### src/rtl/pert_pkg.sv
// ----------------------------------------------------------------------------
// pert_pkg
// Shared types and constants of the per-process event rule table.
// ----------------------------------------------------------------------------
package pert_pkg;

  localparam int PID_W  = 32;
  localparam int TS_W   = 64;
  localparam int IP_W   = 32;
  localparam int FUNC_W = 3;
  localparam int CFG_IDX_W  = 3;
  localparam int CFG_DATA_W = 32;

  // in_tdata: pid, timestamp, sensitive_path, dest_ip, zero fill to bytes
  localparam int IN_PID_LSB  = 0;
  localparam int IN_TS_LSB   = IN_PID_LSB + PID_W;
  localparam int IN_SENS_BIT = IN_TS_LSB + TS_W;
  localparam int IN_IP_LSB   = IN_SENS_BIT + 1;
  localparam int IN_RAW_W    = IN_IP_LSB + IP_W;
  localparam int IN_W        = ((IN_RAW_W + 7) / 8) * 8;

  // out_tdata: fired, rule, verdict_pid, response tier, tracked, zero fill
  localparam int OUT_RAW_W = 1 + 2 + PID_W + 2 + 1;
  localparam int OUT_W     = ((OUT_RAW_W + 7) / 8) * 8;

  localparam logic [31:0] BURST_WINDOW_RST     = 32'd1000000;
  localparam logic [15:0] BURST_THRESHOLD_RST  = 16'd10;
  localparam logic [15:0] RECON_THRESHOLD_RST  = 16'd3;
  localparam logic [15:0] CANARY_THRESHOLD_RST = 16'd2;
  localparam logic [7:0]  RECON_INCREMENT_RST  = 8'd5;

  localparam logic [7:0] LOOPBACK_OCTET = 8'd127;

  typedef enum logic [FUNC_W-1:0] {
    FUNC_NONE    = 3'd0,
    FUNC_READ    = 3'd1,
    FUNC_CANARY  = 3'd2,
    FUNC_CONNECT = 3'd3,
    FUNC_WRITE   = 3'd4,
    FUNC_RESET   = 3'd5
  } func_t;

  typedef enum logic [1:0] {
    RULE_CANARY = 2'd0,
    RULE_EXFIL  = 2'd1,
    RULE_BURST  = 2'd2
  } rule_t;

  typedef enum logic [1:0] {
    TIER_NONE  = 2'd0,
    TIER_LOW   = 2'd1,
    TIER_HIGH  = 2'd2
  } tier_t;

  typedef enum logic [CFG_IDX_W-1:0] {
    CFG_BURST_WINDOW     = 3'd0,
    CFG_BURST_THRESHOLD  = 3'd1,
    CFG_RECON_THRESHOLD  = 3'd2,
    CFG_CANARY_THRESHOLD = 3'd3,
    CFG_RECON_INCREMENT  = 3'd4
  } cfg_idx_t;

  typedef enum logic [1:0] {
    S_IDLE,
    S_LOOKUP,
    S_MODIFY,
    S_OUT
  } state_t;

  typedef struct packed {
    logic en;
    logic claim;
  } cam_upd_t;

  typedef struct packed {
    logic hit;
    logic free_ok;
  } cam_stat_t;

endpackage

### src/rtl/pert_cam.sv
// ----------------------------------------------------------------------------
// pert_cam
// Slot valid bits and pids with a parallel pid compare and lowest-free search.
// ----------------------------------------------------------------------------
module pert_cam #(
  parameter int SLOTS = 16,
  localparam int IDX_W = $clog2(SLOTS)
) (
  input  logic                      clk,
  input  logic                      rst_n,
  input  logic [pert_pkg::PID_W-1:0] lookup_pid,
  input  pert_pkg::cam_upd_t        upd,
  input  logic [IDX_W-1:0]          upd_idx,
  output pert_pkg::cam_stat_t       stat,
  output logic [IDX_W-1:0]          hit_idx,
  output logic [IDX_W-1:0]          free_idx
);
  import pert_pkg::*;

  logic [SLOTS-1:0] slot_valid_r;
  logic [PID_W-1:0] slot_pid_r [SLOTS];

  always_ff @(posedge clk) begin
    if (!rst_n) begin
      slot_valid_r <= '0;
    end else if (upd.en) begin
      slot_valid_r[upd_idx] <= upd.claim;
    end
  end

  always_ff @(posedge clk) begin
    if (upd.en && upd.claim) begin
      slot_pid_r[upd_idx] <= lookup_pid;
    end
  end

  always_comb begin
    stat     = '0;
    hit_idx  = '0;
    free_idx = '0;
    for (int i = SLOTS - 1; i >= 0; i--) begin
      if (slot_valid_r[i] && slot_pid_r[i] == lookup_pid) begin
        stat.hit = 1'b1;
        hit_idx  = IDX_W'(i);
      end
      if (!slot_valid_r[i]) begin
        stat.free_ok = 1'b1;
        free_idx     = IDX_W'(i);
      end
    end
  end

endmodule

### src/rtl/pert_rec_mem.sv
// ----------------------------------------------------------------------------
// pert_rec_mem
// Record store: one write port, one registered read port.
// ----------------------------------------------------------------------------
module pert_rec_mem #(
  parameter int SLOTS = 16,
  parameter int WIDTH = 112,
  localparam int IDX_W = $clog2(SLOTS)
) (
  input  logic             clk,
  input  logic             rd_en,
  input  logic [IDX_W-1:0] rd_addr,
  output logic [WIDTH-1:0] rd_data,
  input  logic             wr_en,
  input  logic [IDX_W-1:0] wr_addr,
  input  logic [WIDTH-1:0] wr_data
);
  import pert_pkg::*;

  logic [WIDTH-1:0] mem_r [SLOTS];
  logic [WIDTH-1:0] rd_data_r;

  always_ff @(posedge clk) begin
    if (wr_en) begin
      mem_r[wr_addr] <= wr_data;
    end
    if (rd_en) begin
      rd_data_r <= mem_r[rd_addr];
    end
  end

  assign rd_data = rd_data_r;

endmodule

### src/rtl/per_process_event_rule_table.sv
// ----------------------------------------------------------------------------
// per_process_event_rule_table
// Per-process record table: finds or claims a record per event, updates its
// counters in a record memory and reports which rule, if any, fired.
//
//   channel  dir  handshake               payload
//   in_      in   in_tvalid/in_tready     in_tuser func, in_tdata event
//   out_     out  out_tvalid/out_tready   out_tdata verdict
//   cfg_     in   cfg_valid/cfg_ready     cfg_index, cfg_data
//
// Each word steps through pid compare and record read, modify and write
// back, result to the output register. One read-modify-write of the record
// memory is in flight at a time. Reset clears the slot valid bits at once;
// no clearing pass. A word is taken again once the previous result has
// moved into the output register; a stalled output holds the engine in its
// last step. Configuration writes are taken every cycle.
// ----------------------------------------------------------------------------
module per_process_event_rule_table #(
  parameter int SLOTS         = 16,
  parameter int COUNTER_WIDTH = 16
) (
  input  logic                              clk,
  input  logic                              rst_n,
  input  logic                              in_tvalid,
  output logic                              in_tready,
  // [2:0] func
  input  logic [pert_pkg::FUNC_W-1:0]       in_tuser,
  // [31:0] pid, [95:32] timestamp, [96] sensitive_path, [128:97] dest_ip
  input  logic [pert_pkg::IN_W-1:0]         in_tdata,
  output logic                              out_tvalid,
  input  logic                              out_tready,
  // [0] fired, [2:1] rule, [34:3] verdict_pid, [36:35] tier,
  // [37] tracked
  output logic [pert_pkg::OUT_W-1:0]        out_tdata,
  input  logic                              cfg_valid,
  output logic                              cfg_ready,
  input  logic [pert_pkg::CFG_IDX_W-1:0]    cfg_index,
  input  logic [pert_pkg::CFG_DATA_W-1:0]   cfg_data
);
  import pert_pkg::*;

  localparam int IDX_W = $clog2(SLOTS);
  localparam int CW    = COUNTER_WIDTH;
  localparam int REC_W = 3 * CW + TS_W;
  localparam int CMP_W = 32;
  localparam logic [CW-1:0] CNT_MAX = {CW{1'b1}};

  state_t state_r, state_nxt;

  logic [31:0] burst_window_r;
  logic [15:0] burst_thr_r;
  logic [15:0] recon_thr_r;
  logic [15:0] canary_thr_r;
  logic [7:0]  recon_inc_r;

  logic [FUNC_W-1:0] func_r;
  logic [PID_W-1:0]  pid_r;
  logic [TS_W-1:0]   ts_r;
  logic              sens_r;
  logic [IP_W-1:0]   ip_r;

  logic             hit_r;
  logic             free_ok_r;
  logic [IDX_W-1:0] idx_r;

  logic [OUT_W-1:0] res_r, res_nxt;
  logic             out_valid_r, out_valid_nxt;
  logic [OUT_W-1:0] out_data_r;

  cam_upd_t         cam_upd;
  cam_stat_t        cam_stat;
  logic [IDX_W-1:0] hit_idx, free_idx, rd_addr;
  logic             in_acc, out_load, rd_en, wr_en;
  logic [REC_W-1:0] rd_data, rec_base, rec_new;

  logic pid_nz, is_reset, tracked, fired;
  rule_t rule;
  tier_t tier;

  logic [CW-1:0]   recon, canary, burst;
  logic [TS_W-1:0] lwt;
  logic [CW-1:0]   recon_n, canary_n, burst_n;
  logic [TS_W-1:0] lwt_n;
  logic [CW:0]     score_sum, canary_sum, burst_sum;
  logic [CW-1:0]   score_inc, canary_inc, burst_inc, burst_new;
  logic [TS_W-1:0] elapsed;
  logic            in_window;

  assign in_acc    = in_tvalid && in_tready;
  assign in_tready = (state_r == S_IDLE);
  assign cfg_ready = 1'b1;

  // configuration
  always_ff @(posedge clk) begin
    if (!rst_n) begin
      burst_window_r <= BURST_WINDOW_RST;
      burst_thr_r    <= BURST_THRESHOLD_RST;
      recon_thr_r    <= RECON_THRESHOLD_RST;
      canary_thr_r   <= CANARY_THRESHOLD_RST;
      recon_inc_r    <= RECON_INCREMENT_RST;
    end else if (cfg_valid) begin
      case (cfg_index)
        CFG_BURST_WINDOW:     burst_window_r <= cfg_data;
        CFG_BURST_THRESHOLD:  burst_thr_r    <= cfg_data[15:0];
        CFG_RECON_THRESHOLD:  recon_thr_r    <= cfg_data[15:0];
        CFG_CANARY_THRESHOLD: canary_thr_r   <= cfg_data[15:0];
        CFG_RECON_INCREMENT:  recon_inc_r    <= cfg_data[7:0];
        default: ;
      endcase
    end
  end

  // capture word
  always_ff @(posedge clk) begin
    if (in_acc) begin
      func_r <= in_tuser;
      pid_r  <= in_tdata[IN_PID_LSB +: PID_W];
      ts_r   <= in_tdata[IN_TS_LSB +: TS_W];
      sens_r <= in_tdata[IN_SENS_BIT];
      ip_r   <= in_tdata[IN_IP_LSB +: IP_W];
    end
  end

  pert_cam #(.SLOTS(SLOTS)) u_cam (
    .clk        (clk),
    .rst_n      (rst_n),
    .lookup_pid (pid_r),
    .upd        (cam_upd),
    .upd_idx    (idx_r),
    .stat       (cam_stat),
    .hit_idx    (hit_idx),
    .free_idx   (free_idx)
  );

  assign rd_en   = (state_r == S_LOOKUP);
  assign rd_addr = cam_stat.hit ? hit_idx : free_idx;

  always_ff @(posedge clk) begin
    if (rd_en) begin
      hit_r     <= cam_stat.hit;
      free_ok_r <= cam_stat.free_ok;
      idx_r     <= rd_addr;
    end
  end

  pert_rec_mem #(.SLOTS(SLOTS), .WIDTH(REC_W)) u_mem (
    .clk     (clk),
    .rd_en   (rd_en),
    .rd_addr (rd_addr),
    .rd_data (rd_data),
    .wr_en   (wr_en),
    .wr_addr (idx_r),
    .wr_data (rec_new)
  );

  // modify
  assign pid_nz   = (pid_r != '0);
  assign is_reset = (func_r == FUNC_RESET);
  assign tracked  = pid_nz && (is_reset ? hit_r : (hit_r || free_ok_r));

  assign cam_upd.en    = (state_r == S_MODIFY) && pid_nz &&
                         (is_reset ? hit_r : (!hit_r && free_ok_r));
  assign cam_upd.claim = !is_reset;
  assign wr_en         = (state_r == S_MODIFY) && tracked && !is_reset;

  assign rec_base = hit_r ? rd_data : '0;
  assign recon    = rec_base[0 +: CW];
  assign canary   = rec_base[CW +: CW];
  assign burst    = rec_base[2*CW +: CW];
  assign lwt      = rec_base[3*CW +: TS_W];

  assign score_sum  = {1'b0, recon} + (CW+1)'(recon_inc_r);
  assign score_inc  = score_sum[CW] ? CNT_MAX : score_sum[CW-1:0];
  assign canary_sum = {1'b0, canary} + (CW+1)'(1);
  assign canary_inc = canary_sum[CW] ? CNT_MAX : canary_sum[CW-1:0];
  assign burst_sum  = {1'b0, burst} + (CW+1)'(1);
  assign burst_inc  = burst_sum[CW] ? CNT_MAX : burst_sum[CW-1:0];
  assign elapsed    = ts_r - lwt;
  assign in_window  = (lwt != '0) && (elapsed < TS_W'(burst_window_r));
  assign burst_new  = in_window ? burst_inc : CW'(1);

  always_comb begin
    recon_n  = recon;
    canary_n = canary;
    burst_n  = burst;
    lwt_n    = lwt;
    fired    = 1'b0;
    rule     = RULE_CANARY;
    tier     = TIER_NONE;
    if (tracked && !is_reset) begin
      case (func_r)
        FUNC_READ: begin
          if (sens_r) recon_n = score_inc;
        end
        FUNC_CANARY: begin
          canary_n = canary_inc;
          if (CMP_W'(canary_inc) >= CMP_W'(canary_thr_r)) begin
            fired = 1'b1;
            rule  = RULE_CANARY;
            tier  = TIER_HIGH;
          end
        end
        FUNC_CONNECT: begin
          if (ip_r[7:0] != LOOPBACK_OCTET && CMP_W'(recon) > CMP_W'(recon_thr_r)) begin
            fired = 1'b1;
            rule  = RULE_EXFIL;
            tier  = TIER_HIGH;
          end
        end
        FUNC_WRITE: begin
          burst_n = burst_new;
          lwt_n   = ts_r;
          if (CMP_W'(burst_new) > CMP_W'(burst_thr_r)) begin
            fired = 1'b1;
            rule  = RULE_BURST;
            tier  = TIER_LOW;
          end
        end
        default: ;
      endcase
    end
    rec_new = {lwt_n, burst_n, canary_n, recon_n};
    res_nxt = OUT_W'({tracked, tier, (fired ? pid_r : {PID_W{1'b0}}), rule, fired});
  end

  always_ff @(posedge clk) begin
    if (state_r == S_MODIFY) begin
      res_r <= res_nxt;
    end
  end

  // sequencer
  assign out_load = (state_r == S_OUT) && (!out_valid_r || out_tready);

  always_comb begin
    state_nxt = state_r;
    case (state_r)
      S_IDLE:   if (in_tvalid) state_nxt = S_LOOKUP;
      S_LOOKUP: state_nxt = S_MODIFY;
      S_MODIFY: state_nxt = S_OUT;
      S_OUT:    if (out_load) state_nxt = S_IDLE;
      default:  state_nxt = S_IDLE;
    endcase
  end

  always_ff @(posedge clk) begin
    if (!rst_n) begin
      state_r <= S_IDLE;
    end else begin
      state_r <= state_nxt;
    end
  end

  // output register
  always_comb begin
    out_valid_nxt = out_valid_r;
    if (out_load) begin
      out_valid_nxt = 1'b1;
    end else if (out_tready) begin
      out_valid_nxt = 1'b0;
    end
  end

  always_ff @(posedge clk) begin
    if (!rst_n) begin
      out_valid_r <= 1'b0;
    end else begin
      out_valid_r <= out_valid_nxt;
    end
  end

  always_ff @(posedge clk) begin
    if (out_load) begin
      out_data_r <= res_r;
    end
  end

  assign out_tvalid = out_valid_r;
  assign out_tdata  = out_data_r;

  a_accept_lookup: assert property (@(posedge clk) disable iff (!rst_n)
    in_acc |=> state_r == S_LOOKUP)
    else $error("accepted word did not start a lookup");

  a_claim_miss: assert property (@(posedge clk) disable iff (!rst_n)
    (cam_upd.en && cam_upd.claim) |-> !hit_r)
    else $error("slot claimed for a pid that already has one");

  a_fired_tracked: assert property (@(posedge clk) disable iff (!rst_n)
    (out_tvalid && out_tdata[0]) |-> (out_tdata[37] && out_tdata[34:3] != '0))
    else $error("verdict without a tracked record");

  a_reset_no_write: assert property (@(posedge clk) disable iff (!rst_n)
    (state_r == S_MODIFY && is_reset) |-> !wr_en)
    else $error("record written on a pid reset");

endmodule

### config.mk
export PLATFORM = sky130hd
export DESIGN_NAME = per_process_event_rule_table
export DESIGN_NICKNAME = d
export VERILOG_FILES = /design/src/rtl/pert_pkg.sv /design/src/rtl/pert_cam.sv /design/src/rtl/pert_rec_mem.sv /design/src/rtl/per_process_event_rule_table.sv
export SDC_FILE = /design/constraint.sdc
export NUM_CORES = 2
export LEC_CHECK = 0
export BUFFER_PORTS_ARGS = -buffer_cell sky130_fd_sc_hd__buf_4
export CORE_ASPECT_RATIO = 1.4
export CORE_UTILIZATION = 57
export CTS_CLUSTER_DIAMETER = 50
export DETAILED_ROUTE_END_ITERATION = 10
export PLACE_DENSITY = 0.76
export SYNTH_ARGS = -nofsm -noshare
export SYNTH_HDL_FRONTEND = slang
export SYNTH_SLANG_ARGS = --single-unit
### constraint.sdc
create_clock -name clk -period 9.5 [get_ports clk]
set_input_delay 0.95 -clock clk [delete_from_list [all_inputs] [get_ports clk]]
set_output_delay 0.95 -clock clk [all_outputs]
set_load 0.01 [all_outputs]
==> impl_metrics.py <==
metrics = {
    "route": {
        "drt_iter0_drc": 9135,
        "wl_per_cell_um": 28.3,
        "drt-total-wl_mm": 328,
        "remaining_drc_errors": 0,
        "ant_nets": 1,
        "dr.pass1.iters": 8,
        "dr_total_vias": 77000,
        "routed_via_density": 6.65,
    },
    "run_status": {
        "outcome": "finished with violations",
        "violations": "antenna rules",
    },
    "synth": {
        "ys.flop_type": "edfxtp_1",
        "yosys_warnings": 0,
        "synth_area_sq_um": 117000,
        "synth_top_area_share_pct": 66.9,
        "ys_seq_elements": 2713,
        "seq_area_frac_synth_pct": 68.7,
        "synthCells": 8607,
        "yosys-top-cells-count": "2606 x edfxtp_1, 1408 x nand2_1, 462 x a211oi_1",
        "synth_edf_count": 2606,
        "synth.avg_cell_area_sq_um": 13.6,
        "synth.most_common_cell": "edfxtp_1",
        "async_flop_share_pct": 0,
        "yosysUniqueCellTypes": 83,
        "ys_top_cells_by_area": "edfxtp_1 67%, nand2_1 4.5%, a311oi_1 3.4%, a211oi_1 3.0%, nor3b_1 2.9%",
        "yosysTopAreaCell": "edfxtp_1",
    },
    "critical_path": {
        "crit_start": "hit_r",
        "critPathMostFrequentCell": "o21a_1",
        "crit_path_top_delay_cell": "or4b_1",
        "r2r_cells": 40,
        "r2r-start": "hit_r",
        "startpoint_type": "flip-flop",
        "slowest_delay_ns": 0.58,
        "critical_path_class": "flip-flop to flip-flop",
        "critPathCapture": "res_r[32]",
        "cp-end-kind": "flip-flop",
        "required_ns": 10.07,
        "worstPathArrival_ns": 9.69,
        "r2r-end": "res_r[32]",
        "cp_max_fo": 24,
        "r2r_slack_ns": 0.38,
    },
    "global_routing": {
        "globalRouteOverflowTotal": 0,
        "grt_max_degree": 195,
        "grt_usage_pct": 31.1,
        "antenna_found_initial": 8,
        "grt_pass1_vias": 75600,
        "grt_pass1_wl_mm": 479,
    },
    "place": {
        "dpl-instance-area_sq_um": 122000,
        "place_ws_ns": 0.206,
        "port_buffers": 187,
        "gp_congestion": 0.952,
        "hpwl_mm": 180,
    },
    "sta": {
        "fin_skew_ns": 0.103,
        "hold_viol": 0,
        "period_share_pct": 96.0,
        "fin_tns_setup_ns": 0,
        "layout_setup_ws_ns": 0.380,
        "fmax_mhz": 110,
        "worstMarginPinSlew_ns": 1.31,
        "slew-limit-headroom_pct": 12.2,
        "min_period_ns": 9.12,
        "whs_ns": 0.213,
        "slew_viol_final": 0,
        "setup_viol": 0,
    },
    "pwr": {
        "irDropWorstVdd_v": 0.000195,
        "leakage_nw": 41.8,
        "finalPower_mw": 31.5,
        "p_per_area_nw_per_um2": 242,
    },
    "clock_network": {
        "hold_buffers": 0,
        "clk_pin_slew_ns": 0.07,
        "cts_buffer_depth": 4,
        "clock-sinks": 2713,
        "cts_tree": "done",
        "cts_max_level": 4,
        "cts_root_buffer": "clkbuf_16",
        "cts_buffers": 246,
        "worstSkewPairLatency_ns": 0.94,
    },
    "worst_hold_path": {
        "hold_class": "input pin to flip-flop",
    },
    "layout": {
        "nets": 9045,
        "drive_above_1_share_pct": 9.83,
        "area_growth_pct": 11.2,
        "finish.instance_area_sq_um": 130000,
    },
    "die": {
        "io_pins": 222,
        "core_area_sq_um": 204000,
        "row_count": 196,
        "initial_utilization_pct": 57.4,
        "die_area_sq_um": 207000,
        "die_y_um": 538,
        "dieWidth_um": 385,
    },
    "job": {
        "maxCapViolations": 0,
    },
}
flip-flops by register name (all words and copies together), names as in the netlist:
name                count
u_mem.mem_r          1792
u_cam.slot_pid_r      512
u_mem.rd_data         112
ts_r                   64
out_tdata              38
res_r                  38
burst_window_r         32
pid_r                  32
burst_thr_r            16
canary_thr_r           16
recon_thr_r            16
u_cam.slot_valid_r     16
ip_r                    8
recon_inc_r             8
idx_r                   4
func_r                  3
state_r                 2
free_ok_r               1
hit_r                   1
out_tvalid              1
sens_r                  1
worst min path at each step:
stage,slack (ns),cells past startpoint,start,end
final,0.21,1,in_tdata[96],sens_r
after global routing,0.18,1,in_tdata[26],pid_r[26]
after CTS,0.18,1,in_tdata[79],ts_r[47]
after detailed placement,0.40,0,res_r[18],out_tdata[18]
after global placement,0.40,0,res_r[19],out_tdata[19]
after floorplan,0.40,0,res_r[0],out_tdata[0]
critical path: cells and delay by family (launching register included):
family / cells / cell delay [ns]
xor+xnor: 1 / 0.16
compound gates: 21 / 3.81
simple gates: 11 / 2.75
flops: 1 / 0.42
fa+ha+maj: 3 / 0.91
buf+inv: 4 / 0.72
layout by cell type, fill, tap and decap left out, types with 131 or more instances in the layout:
master and count:
a311oi_1 448, clkbuf_16 248, inv_1 131, ha_1 156
o21ai_0 152, nor4_1 186, xor2_1 375, a211oi_1 461
xnor2_1 200, nand2_1 1406, nor3b_1 457, or4_1 132
edfxtp_1 2606, buf_4 397, a21oi_1 143, nand4_1 144
power breakdown:
| group | switching [mW] | leakage [nW] | internal (mW) |
|---|---|---|---|
| combinational | 4.39 | 13.2 | 1.88 |
| sequential | 0.418 | 24.7 | 14.8 |
| clock | 4.37 | 3.95 | 5.68 |
| total | 9.18 | 41.8 | 22.3 |
what timing repair did:
item | 4_1_cts | 5_1_grt
setup buffers | 0 | 5
resized for setup | 0 | 13
setup endpoints to repair | 0 | 35
hold endpoints to repair | 0 | 0
metrics by stage:
step	std cells	utilization, %
CTS	11600	63.8
global route	11600	63.8
finish	11600	63.8
global placement	11100	59.8
floorplan	8608	-
detailed placement	11100	59.8
cells by family (layout without fill, tap and decap cells):
family / count (synthesis) / count (layout) / share of synthesized area, %
xor+xnor: 575 / 575 / 4.30
buf+inv: 717 / 1020 / 2.53
compound gates: 1584 / 1584 / 10.1
mux: 9 / 9 / 0.0791
simple gates: 2847 / 2847 / 12.6
other cells: 2 / 12 / 0.00642
fa+ha+maj: 160 / 160 / 1.72
flops: 2713 / 2713 / 68.7
per-layer routing:
metal | GRT usage [%] | vias to the layer above | routed length, um
met5 | 0 | - | 50
met4 | 15.8 | 8 | 18100
met3 | 4.53 | 933 | 29300
met2 | 51.6 | 4416 | 159000
met1 | 39.8 | 38300 | 121000
li1 | - | 33400 | -
cell type report:
type | count | area (sq um)
well taps | 2673 | 3340
inverters | 132 | 503
clock inverters | 145 | 1610
flip-flops and latches | 2713 | 80400
repair buffers | 435 | 3730
multi-input cells | 5178 | 34000
clock buffers | 308 | 6510
fillers | 14400 | 73700
diodes | 9 | 22.5
Power figures use the tool's default switching activity.
